<file path="src/hdl/dpb_pkg.sv">
// ----------------------------------------------------------------------------
// dpb_pkg
// Shared types and constants for the depth pixel back-projection block.
// ----------------------------------------------------------------------------
package dpb_pkg;

  // Image bounds; pixels at or beyond them are dropped
  localparam int unsigned MAX_COLS = 1024;
  localparam int unsigned MAX_ROWS = 1024;

  // Field widths
  localparam int unsigned PIX_W   = 10;
  localparam int unsigned DEPTH_W = 16;
  localparam int unsigned CHAN_W  = 8;
  localparam int unsigned COLOR_W = 3 * CHAN_W;
  localparam int unsigned COORD_W = 24;
  localparam int unsigned COEF_W  = 32;

  // Bounds compare width, wide enough for the largest image size
  localparam int unsigned BOUND_W = 13;

  // Valid depth window in millimeters
  localparam logic [DEPTH_W-1:0] DEPTH_MIN_MM = 16'd400;
  localparam logic [DEPTH_W-1:0] DEPTH_MAX_MM = 16'd6000;

  // Register reset values, signed Q8.24
  localparam logic [COEF_W-1:0] COEF_ONE  = 32'h0100_0000;
  localparam logic [COEF_W-1:0] COEF_ZERO = 32'h0000_0000;

  // APB address bits and register map
  localparam int unsigned ADDR_W = 5;

  typedef enum logic [2:0] {
    REG_X_PER_COL = 3'd0,
    REG_X_PER_ROW = 3'd1,
    REG_X_OFFSET  = 3'd2,
    REG_Y_PER_COL = 3'd3,
    REG_Y_PER_ROW = 3'd4,
    REG_Y_OFFSET  = 3'd5
  } reg_idx_e;

  // One row of the inverse intrinsic matrix
  typedef struct packed {
    logic signed [COEF_W-1:0] per_col;
    logic signed [COEF_W-1:0] per_row;
    logic signed [COEF_W-1:0] offset;
  } ray_coef_t;

endpackage

</file>
<file path="src/hdl/dpb_cfg_regs.sv">
// ----------------------------------------------------------------------------
// dpb_cfg_regs
// APB register file holding the two inverse intrinsic rows.
// ----------------------------------------------------------------------------
module dpb_cfg_regs (
  input  logic                          clk_i,
  input  logic                          rst_ni,
  input  logic                          psel,
  input  logic                          penable,
  input  logic                          pwrite,
  input  logic [dpb_pkg::ADDR_W-1:0]    paddr,
  input  logic [dpb_pkg::COEF_W-1:0]    pwdata,
  output logic [dpb_pkg::COEF_W-1:0]    prdata,
  output logic                          pready,
  output dpb_pkg::ray_coef_t            coef_x_o,
  output dpb_pkg::ray_coef_t            coef_y_o
);

  dpb_pkg::ray_coef_t coef_x_q, coef_y_q;
  logic [2:0]         reg_idx;
  logic               wr_en;

  assign reg_idx = paddr[4:2];
  assign wr_en   = psel & penable & pwrite;
  assign pready  = 1'b1;

  // Write one coefficient word; unknown addresses are ignored
  always_ff @(posedge clk_i or negedge rst_ni) begin
    if (!rst_ni) begin
      coef_x_q.per_col <= dpb_pkg::COEF_ONE;
      coef_x_q.per_row <= dpb_pkg::COEF_ZERO;
      coef_x_q.offset  <= dpb_pkg::COEF_ZERO;
      coef_y_q.per_col <= dpb_pkg::COEF_ZERO;
      coef_y_q.per_row <= dpb_pkg::COEF_ONE;
      coef_y_q.offset  <= dpb_pkg::COEF_ZERO;
    end else if (wr_en) begin
      case (reg_idx)
        dpb_pkg::REG_X_PER_COL: coef_x_q.per_col <= pwdata;
        dpb_pkg::REG_X_PER_ROW: coef_x_q.per_row <= pwdata;
        dpb_pkg::REG_X_OFFSET:  coef_x_q.offset  <= pwdata;
        dpb_pkg::REG_Y_PER_COL: coef_y_q.per_col <= pwdata;
        dpb_pkg::REG_Y_PER_ROW: coef_y_q.per_row <= pwdata;
        dpb_pkg::REG_Y_OFFSET:  coef_y_q.offset  <= pwdata;
        default: ;
      endcase
    end
  end

  // Read back
  always_comb begin
    case (reg_idx)
      dpb_pkg::REG_X_PER_COL: prdata = coef_x_q.per_col;
      dpb_pkg::REG_X_PER_ROW: prdata = coef_x_q.per_row;
      dpb_pkg::REG_X_OFFSET:  prdata = coef_x_q.offset;
      dpb_pkg::REG_Y_PER_COL: prdata = coef_y_q.per_col;
      dpb_pkg::REG_Y_PER_ROW: prdata = coef_y_q.per_row;
      dpb_pkg::REG_Y_OFFSET:  prdata = coef_y_q.offset;
      default:                prdata = '0;
    endcase
  end

  assign coef_x_o = coef_x_q;
  assign coef_y_o = coef_y_q;

endmodule

</file>
<file path="config.mk">
export PLATFORM = sky130hd
export DESIGN_NAME = dpb_cfg_regs
export DESIGN_NICKNAME = d
export VERILOG_FILES = /design/src/hdl/dpb_pkg.sv /design/src/hdl/dpb_cfg_regs.sv
export SDC_FILE = /design/constraint.sdc
export NUM_CORES = 1
export LEC_CHECK = 0
export BUFFER_PORTS_ARGS = -buffer_cell sky130_fd_sc_hd__buf_4
export CORE_ASPECT_RATIO = 0.9
export CORE_UTILIZATION = 56
export DETAILED_ROUTE_END_ITERATION = 8
export PLACE_DENSITY = 0.86
export REMOVE_ABC_BUFFERS = 1
export SLEW_MARGIN = 20
export SYNTH_ARGS = -nofsm -noshare
export SYNTH_HDL_FRONTEND = slang
export SYNTH_SLANG_ARGS = --single-unit
</file>
<file path="constraint.sdc">
create_clock -name clk_i -period 2.1 [get_ports clk_i]
set_input_delay 0.105 -clock clk_i [delete_from_list [all_inputs] [get_ports clk_i]]
set_output_delay 0.105 -clock clk_i [all_outputs]
set_load 0.03 [all_outputs]
</file>
==> results.json <==
{
  "rsz0062_at_grt": "no",
  "io_buffer_count": 263,
  "crit_type": "input port to primary output",
  "power.leakage_uw": 0.00586,
  "route.final.wire_length_mm": 25.7,
  "critPathCaptureType": "primary output",
  "drc": 0,
  "status": "finished, final reports clean",
  "hold_path.class": "input port to async pin",
  "clock-sinks": 192,
  "yosysUniqueCellTypes": 34,
  "worstPathArrival_ns": 1.76,
  "irDropWorstVdd_mv": 0.747,
  "place.gp.congestion": 0.878,
  "grt_util_all_layers": 0.323,
  "syn_area_um2": 8990,
  "dpl.hpwl_mm": 16.8,
  "drive_gt1_frac": 0.603,
  "antenna_found_initial": 0,
  "fin_crit_ns": 1.87,
  "hold-worst-slack_ns": 0.208,
  "cts.clk_slew.worst_paths_ns": 0.07,
  "syn_area_per_cell_um2": 14.2,
  "io_pins": 267,
  "dieArea_um2": 16600,
  "cts.htree.levels": 4,
  "start_kind": "input port",
  "cap_viol_max_count": 0,
  "max_freq_mhz": 535,
  "finalClockSkew_ns": 0,
  "worstPathRequired_ns": 2.00,
  "vias": 6746,
  "ys_seq_area_frac": 0.535,
  "tightest_slew_ns": 0.515,
  "synthTopCellsByArea": "dfrtp_1 (53%), mux2_2 (26%), mux2_4 (5.0%)",
  "final_common_cell": "buf_4",
  "synth_top_area_frac": 0.529,
  "cts_tree": "done",
  "die_height_um": 122,
  "area_growth_pct": 35.0,
  "start_util": 0.578,
  "cts_buffer_depth": 2,
  "nets": 972,
  "core-area_um2": 15500,
  "min_period_over_period": 0.890,
  "finalMaxSlewViolations": 0,
  "post_drt_wl_per_cell_um": 22.4,
  "yosys_warnings": 0,
  "detail-route-antenna-nets": 0,
  "grt_pass1_wl_mm": 39.8,
  "nFillCells": 903,
  "grt_pass1_vias": 7181,
  "worstPathMaxFanout": 24,
  "grt_max_degree": 63,
  "setup_viol": 0,
  "clk-insertion-delay-late_ns": 0.43,
  "slew_headroom": 0.657,
  "firstDrtPassIters": 5,
  "die_w_um": 136,
  "final-hold-violation-count": 0,
  "clock-root-buffer": "clkbuf_16",
  "routed_via_density": 5.89,
  "synth_area_leader_cell": "dfrtp_1",
  "grt-ovfl-total": 0,
  "num_antenna_cells": 0,
  "synthCells": 634,
  "cellPowerDensity_nw_per_um2": 1070,
  "rows": 43,
  "numCtsBuffers": 17,
  "ys_ff_latch": 192,
  "final_cell_mix": "buf_4 (286), mux2_2 (205), dfrtp_1 (190)",
  "drt-initial-drc-count": 520,
  "setup_tns_ns": 0
}
## state kept, by name, summed over array words and instances, names as in the netlist
| name | count |
|---|---|
| coef_y_o | 96 |
| coef_x_o | 96 |
## power breakdown
| group | internal (uW) | total (uW) | switching (uW) |
|---|---|---|---|
| Combinational | 2010 | 4690 | 2680 |
| Sequential | 4430 | 5080 | 655 |
| Clock | 1830 | 3230 | 1410 |
## cell type report
cell class / instances / area [um^2] / share of cell area
clock buffers: 21 / 460 / 0.0379
clock inverters: 11 / 129 / 0.0106
inverters: 1 / 3.75 / 0.000309
multi-input cells: 393 / 3890 / 0.321
flip-flops and latches: 192 / 4810 / 0.396
well taps: 202 / 253 / 0.0208
repair buffers: 325 / 2590 / 0.213
## cells in the mapped netlist
cell,n
a221oi_1,15
and3_1,1
nor3b_1,6
a21oi_1,12
mux4_2,1
nor3_2,1
a32oi_1,7
buf_4,15
a22o_1,1
mux2i_1,12
conb_1,1
nor2_2,3
a2bb2oi_1,3
mux2_2,205
inv_1,1
buf_2,18
nand2b_1,2
nand4b_1,1
a31oi_1,15
dfstp_2,2
nand2_1,32
buf_6,7
a211o_1,6
o21ai_0,16
a22oi_1,7
mux2_4,30
mux2_1,11
nor2_4,1
nand4_1,1
dfrtp_1,190
nor3_4,1
and4b_1,1
nor2b_1,1
clkbuf_1,8
## through the flow
stage	power, uW	instances	util	instance area, um^2	worst slack [ns]
floorplan	7740	586	-	8680	-0.203
global placement	9580	1080	0.722	11200	0.336
detailed placement	9750	1080	0.722	11200	0.295
CTS	13000	1145	0.781	12100	0.248
global route	13500	1145	0.781	12100	0.139
finish	13000	1145	0.781	12100	0.230
## logic make-up (layout without fill, tap and decap cells)
family	after synthesis	after routing	synth area share
simple gates	51	51	0.0302
flops	192	192	0.535
compound gates	82	82	0.0630
buf+inv	49	358	0.0351
mux	259	259	0.337
other cells	1	1	0.000417
## worst paths after layout
check	startpoint	end	slack, ns	cells past startpoint
max reg2reg	coef_x_o[28]	coef_x_o[28]	1.23	1
max	paddr[3]	prdata[29]	0.23	6
min in group clk_i	penable	coef_x_o[86]	0.41	4
min	rst_ni	coef_x_o[63]	0.21	2
min reg2reg	coef_y_o[68]	coef_y_o[68]	0.53	1
max in group asynchronous	rst_ni	coef_y_o[56]	1.12	3
## worst max-delay path, stage by stage
cell,delay [ns]
buf_4,0.27
buf_4,0.40
mux2_2,0.40
a221oi_1,0.30
a31oi_1,0.09
buf_4,0.18
## metal layers
| layer | share of wire | GRT usage | vias up |
|---|---|---|---|
| met5 | 0 | 0 | - |
| met4 | 0.023 | 0.140 | 0 |
| met3 | 0.067 | 0.0753 | 51 |
| met2 | 0.51 | 0.536 | 276 |
| met1 | 0.40 | 0.403 | 3491 |
| li1 | - | - | 2928 |
## timing repair
item                       in CTS  in global routing
hold endpoints to repair      251                  0
setup endpoints to repair       0                  0
hold buffers                   33                  0
buffers inserted                0                  0
gates resized for setup         0                  0
(Power assumes the default switching activity.)
