### src/hdl/dpb_pkg.sv
// ----------------------------------------------------------------------------
// dpb_pkg
// Shared types and constants for the depth pixel back-projection block.
// ----------------------------------------------------------------------------
package dpb_pkg;

  // Image bounds; pixels at or beyond them are dropped
  localparam int unsigned MAX_COLS = 1024;
  localparam int unsigned MAX_ROWS = 1024;

  // Field widths
  localparam int unsigned PIX_W   = 10;
  localparam int unsigned DEPTH_W = 16;
  localparam int unsigned CHAN_W  = 8;
  localparam int unsigned COLOR_W = 3 * CHAN_W;
  localparam int unsigned COORD_W = 24;
  localparam int unsigned COEF_W  = 32;

  // Bounds compare width, wide enough for the largest image size
  localparam int unsigned BOUND_W = 13;

  // Valid depth window in millimeters
  localparam logic [DEPTH_W-1:0] DEPTH_MIN_MM = 16'd400;
  localparam logic [DEPTH_W-1:0] DEPTH_MAX_MM = 16'd6000;

  // Register reset values, signed Q8.24
  localparam logic [COEF_W-1:0] COEF_ONE  = 32'h0100_0000;
  localparam logic [COEF_W-1:0] COEF_ZERO = 32'h0000_0000;

  // APB address bits and register map
  localparam int unsigned ADDR_W = 5;

  typedef enum logic [2:0] {
    REG_X_PER_COL = 3'd0,
    REG_X_PER_ROW = 3'd1,
    REG_X_OFFSET  = 3'd2,
    REG_Y_PER_COL = 3'd3,
    REG_Y_PER_ROW = 3'd4,
    REG_Y_OFFSET  = 3'd5
  } reg_idx_e;

  // One row of the inverse intrinsic matrix
  typedef struct packed {
    logic signed [COEF_W-1:0] per_col;
    logic signed [COEF_W-1:0] per_row;
    logic signed [COEF_W-1:0] offset;
  } ray_coef_t;

endpackage

### src/hdl/dpb_axis_scale.sv
// ----------------------------------------------------------------------------
// dpb_axis_scale
// Five-stage datapath for one camera axis: ray = a*u + b*v + c (Q8.24 coefficients, Q20.24 ray),
// scaled by depth, rounded to millimeters, negated and saturated to 24 bits.
// ----------------------------------------------------------------------------
module dpb_axis_scale (
  input  logic                                clk_i,
  input  logic [dpb_pkg::PIX_W-1:0]           col_i,
  input  logic [dpb_pkg::PIX_W-1:0]           row_i,
  input  logic [dpb_pkg::DEPTH_W-1:0]         depth_i,
  input  dpb_pkg::ray_coef_t                  coef_i,
  output logic signed [dpb_pkg::COORD_W-1:0]  coord_o
);

  localparam int unsigned PROD_W = dpb_pkg::COEF_W + dpb_pkg::PIX_W;   // 42
  localparam int unsigned RAY_W  = PROD_W + 2;                          // 44
  localparam int unsigned FRAC_W = 24;
  localparam int unsigned HI_W   = RAY_W - FRAC_W;                      // 20
  localparam int unsigned MLO_W  = dpb_pkg::DEPTH_W + FRAC_W;           // 40
  localparam int unsigned MHI_W  = HI_W + dpb_pkg::DEPTH_W;             // 36
  localparam int unsigned CAM_W  = MHI_W + 1;                           // 37
  localparam int unsigned NEG_W  = CAM_W + 1;                           // 38

  // Stage 1: column and row products
  logic signed [PROD_W-1:0]          pu_d, pu_q, pv_d, pv_q;
  logic [dpb_pkg::DEPTH_W-1:0]       depth1_q, depth2_q;
  // Stage 2: ray
  logic signed [RAY_W-1:0]           ray_d, ray_q;
  // Stage 3: split depth product
  logic [MLO_W-1:0]                  mlo_d, mlo_q;
  logic signed [MHI_W-1:0]           mhi_d, mhi_q;
  // Stage 4: camera coordinate
  logic [MLO_W:0]                    rnd_sum;
  logic signed [CAM_W-1:0]           cam_d, cam_q;
  // Stage 5: negate and saturate
  logic signed [NEG_W-1:0]           neg;
  logic signed [dpb_pkg::COORD_W-1:0] coord_d, coord_q;

  assign pu_d = coef_i.per_col * $signed({1'b0, col_i});
  assign pv_d = coef_i.per_row * $signed({1'b0, row_i});

  assign ray_d = pu_q + pv_q + coef_i.offset;

  // Depth times ray, as depth*low24 plus depth*high part
  assign mlo_d = MLO_W'(depth2_q) * MLO_W'(ray_q[FRAC_W-1:0]);
  assign mhi_d = $signed(ray_q[RAY_W-1:FRAC_W]) * $signed({1'b0, depth2_q});

  // Round to nearest, ties up, then drop the fraction
  assign rnd_sum = {1'b0, mlo_q} + (MLO_W+1)'(1 << (FRAC_W - 1));
  assign cam_d   = mhi_q + $signed({1'b0, rnd_sum[MLO_W:FRAC_W]});

  // Negate into the vehicle frame and clamp to 24 bits
  assign neg = -(NEG_W'(cam_q));
  always_comb begin
    if (&neg[NEG_W-1:dpb_pkg::COORD_W-1] || ~|neg[NEG_W-1:dpb_pkg::COORD_W-1]) begin
      coord_d = neg[dpb_pkg::COORD_W-1:0];
    end else if (neg[NEG_W-1]) begin
      coord_d = {1'b1, {(dpb_pkg::COORD_W-1){1'b0}}};
    end else begin
      coord_d = {1'b0, {(dpb_pkg::COORD_W-1){1'b1}}};
    end
  end

  // Advance every stage each cycle; valid bits travel alongside in the top
  always_ff @(posedge clk_i) begin
    pu_q     <= pu_d;
    pv_q     <= pv_d;
    depth1_q <= depth_i;
    ray_q    <= ray_d;
    depth2_q <= depth1_q;
    mlo_q    <= mlo_d;
    mhi_q    <= mhi_d;
    cam_q    <= cam_d;
    coord_q  <= coord_d;
  end

  assign coord_o = coord_q;

endmodule

### config.mk
export PLATFORM = sky130hd
export DESIGN_NAME = dpb_axis_scale
export DESIGN_NICKNAME = d
export VERILOG_FILES = /design/src/hdl/dpb_pkg.sv /design/src/hdl/dpb_axis_scale.sv
export SDC_FILE = /design/constraint.sdc
export NUM_CORES = 2
export LEC_CHECK = 0
export ABC_AREA = 1
export BUFFER_PORTS_ARGS = -buffer_cell sky130_fd_sc_hd__buf_4
export CAP_MARGIN = 5
export CORE_MARGIN = 4
export CORE_UTILIZATION = 61
export DETAILED_ROUTE_END_ITERATION = 6
export PLACE_DENSITY = 0.78
export SLEW_MARGIN = 20
export SYNTH_ARGS = -nofsm -noshare
export SYNTH_HDL_FRONTEND = slang
export SYNTH_SLANG_ARGS = --single-unit
### constraint.sdc
create_clock -name clk_i -period 7.38 [get_ports clk_i]
set_clock_uncertainty 0.15 [all_clocks]
set_input_delay 1.845 -clock clk_i [delete_from_list [all_inputs] [get_ports clk_i]]
set_output_delay 1.845 -clock clk_i [all_outputs]
set_load 0.005 [all_outputs]
==> flow_summary.yaml <==
critical_path:
  rrSetupSlack_ns: 0.82
  r2r_start: "depth2_q[9]"
  cp.required_ns: 7.71
  crit_start: "col_i[2]"
  worst-path-max-fanout: 32
  worstPathArrival_ns: 7.01
  endpoint_kind: "register"
  startpoint_type: "primary input"
  ff2ff_path_depth: 19
  critPathKind: "in2reg"
  cp-endpoint: "pu_q[40]"
  reg2reg_to: "mhi_q[25]"
cells_and_area:
  drive_gt1_frac: 0.0352
  regArea_sq_um: 5490
  final_cell_mix: "inv_1, nand2_1, fa_1"
  final_nets: 9571
  fill_cells: 8362
  final_common_cell: "inv_1"
  areaGrowthSynthToFinish_pct: 5.28
  multiInputGateArea_sq_um: 45500
logic_synthesis:
  mappedNetlistArea_sq_um: 60200
  ys_seq_elements: 274
  synth_nets: 9627
  synth_cells: 7849
  syn_avg_cell_area_sq_um: 7.67
  seq_area_frac_synth: 0.0911
  yosysWarnings: 0
  synthDistinctLibCells: 44
timing:
  setup_viol: 0
  finalCriticalPeriod_ns: 6.68
  fin_setup_tns_ns: 0
  max-slew-margin-rel: 0.253
  rsz0062_at_grt: "no"
  finalCritPeriodShare: 0.905
  hold_violations: 0
  max_slew.worst_pin.slew_ns: 1.12
  max_freq_mhz: 150
  finalMaxSlewViolations: 0
  hold_slack_ns: 0.177
die:
  die_area_sq_um: 104000
  ioPinCount: 157
  start_util: 0.619
  core.rowCount: 114
  dieWidth_um: 322
  die_h_um: 322
  core-area_sq_um: 97300
placement:
  gp_congestion: 0.978
  dp.final_hpwl_um: 129000
  port_buffers: 156
clock_tree:
  h-tree-depth: 2
  cts_hold_buffers: 0
  post_cts_resize_count: 0
  cts_post_setup_buffers_inserted: 0
  cts.clk_slew.worst_paths_ns: 0.06
  cts.path.max_buffers: 3
  cts-root-buf: "clkbuf_16"
  clock-sinks: 274
  clk_latency_ns: 0.55
  tritoncts: "built"
  cts_buffers: 35
routing:
  drc: 0
  wl_per_cell_um: 16.8
  drt_pass1_iterations: 6
  initialDrtViolationCount: 3268
  post_drt_via_cell_ratio: 5.34
  drt-total-wl_um: 153000
  via_count: 48500
  final_antenna_net_count: 0
grt:
  grt_overflow: 0
  grt_pass1_wl_um: 258000
  antenna_found_initial: 6
  grt_max_degree: 45
  grt_usage: 0.305
  grt_pass1_vias: 52300
run:
  maxCapViolCount: 0
run_status:
  status: "complete, no violations"
worst_hold_path:
  hold_class: "reg2reg"
## final cells by class
type                    instances  area share
diodes                          3    0.000118
repair buffers                202      0.0247
multi-input cells            5126       0.718
clock inverters                14     0.00316
clock buffers                  43      0.0148
inverters                    2154       0.128
well taps                    1276      0.0252
flip-flops and latches        274      0.0865
## cell families after synthesis
family	after synthesis	share of synthesized area
adders and majority gates	1645	0.492
AOI/OAI and AO/OA	552	0.0527
and+or+nand+nor	2689	0.176
xor gates and xnor gates	240	0.0349
buffers and inverters	2449	0.153
DFF	274	0.0911
## synthesized netlist by cell type (all sizes together)
library cell     n  area [sq um]
o21a             7          52.6
o31ai            1          7.51
xor2           161          1410
inv           2154          8090
nor3b            3          22.5
xnor2           79           692
nor2           399          1530
o21bai          37           278
o211ai           4          30.0
a221oi           3          26.3
dfxtp          274          5490
o2111ai          2          17.5
buf              8          52.5
a31oi           55           344
nor3            45           225
a21boi          20           150
nand2         2028          7630
a21o            44           330
a211oi           3          22.5
nand4           42           269
ha             440          5510
a31o             1          8.76
o21ai          152           761
a21oi          215          1080
o221ai           7          61.3
or2              1          6.26
nand3b           9          67.6
nor4            18           113
clkbuf         287          1080
and2             2          12.5
fa            1205         24100
a22oi            1          7.51
nand3          139           706
and3             3          18.8
## worst max-delay path, cell delays in order
cell       delay [ns]
buf_4            0.23
nand2_1          0.16
inv_1            0.10
fa_1             0.72
inv_1            0.09
fa_1             0.47
fa_1             0.57
fa_1             0.42
fa_1             0.49
inv_1            0.04
ha_1             0.39
nand2_1          0.10
nor2_1           0.15
inv_1            0.10
nor4_1           0.53
o2111ai_1        0.26
nand3_1          0.16
xor2_1           0.15
## flip-flops by register name, indices dropped and copies added, names as in the netlist
signal	count
ray_q	44
pu_q	42
pv_q	42
cam_q	37
mhi_q	36
coord_o	24
mlo_q	17
depth1_q	16
depth2_q	16
## worst min path at each step
stage                      start      endpoint  slack [ns]  depth (start not counted)
CTS                 depth1_q[13]  depth2_q[13]        0.18                          0
detailed placement   depth1_q[3]   depth2_q[3]        0.16                          0
floorplan            depth1_q[0]   depth2_q[0]        0.16                          0
global placement     depth1_q[3]   depth2_q[3]        0.16                          0
finish              depth1_q[13]  depth2_q[13]        0.18                          0
global route        depth1_q[13]  depth2_q[13]        0.18                          0
## metrics by stage
step           cell area [sq um]  worst slack (ns)  utilization  std cells
2_1_floorplan              60200             0.864            -       7849
3_3_place_gp               62200             0.299        0.640       9032
3_5_place_dp               62200             0.189        0.640       9032
4_1_cts                    63400             0.788        0.651       9089
5_1_grt                    63400             0.424        0.652       9092
6_report                   63400             0.698        0.652       9092
## layer usage
metal  track usage  share of wire  vias to the layer above
met5             0       0.000085                        -
met4         0.117          0.043                        2
met3        0.0445          0.069                      360
met2         0.535           0.49                     1783
met1         0.386           0.40                    23900
li1              -              -                    22500
Power is not shown: default switching activity piles up to over one toggle a cycle in this logic, so the estimate is an artifact.
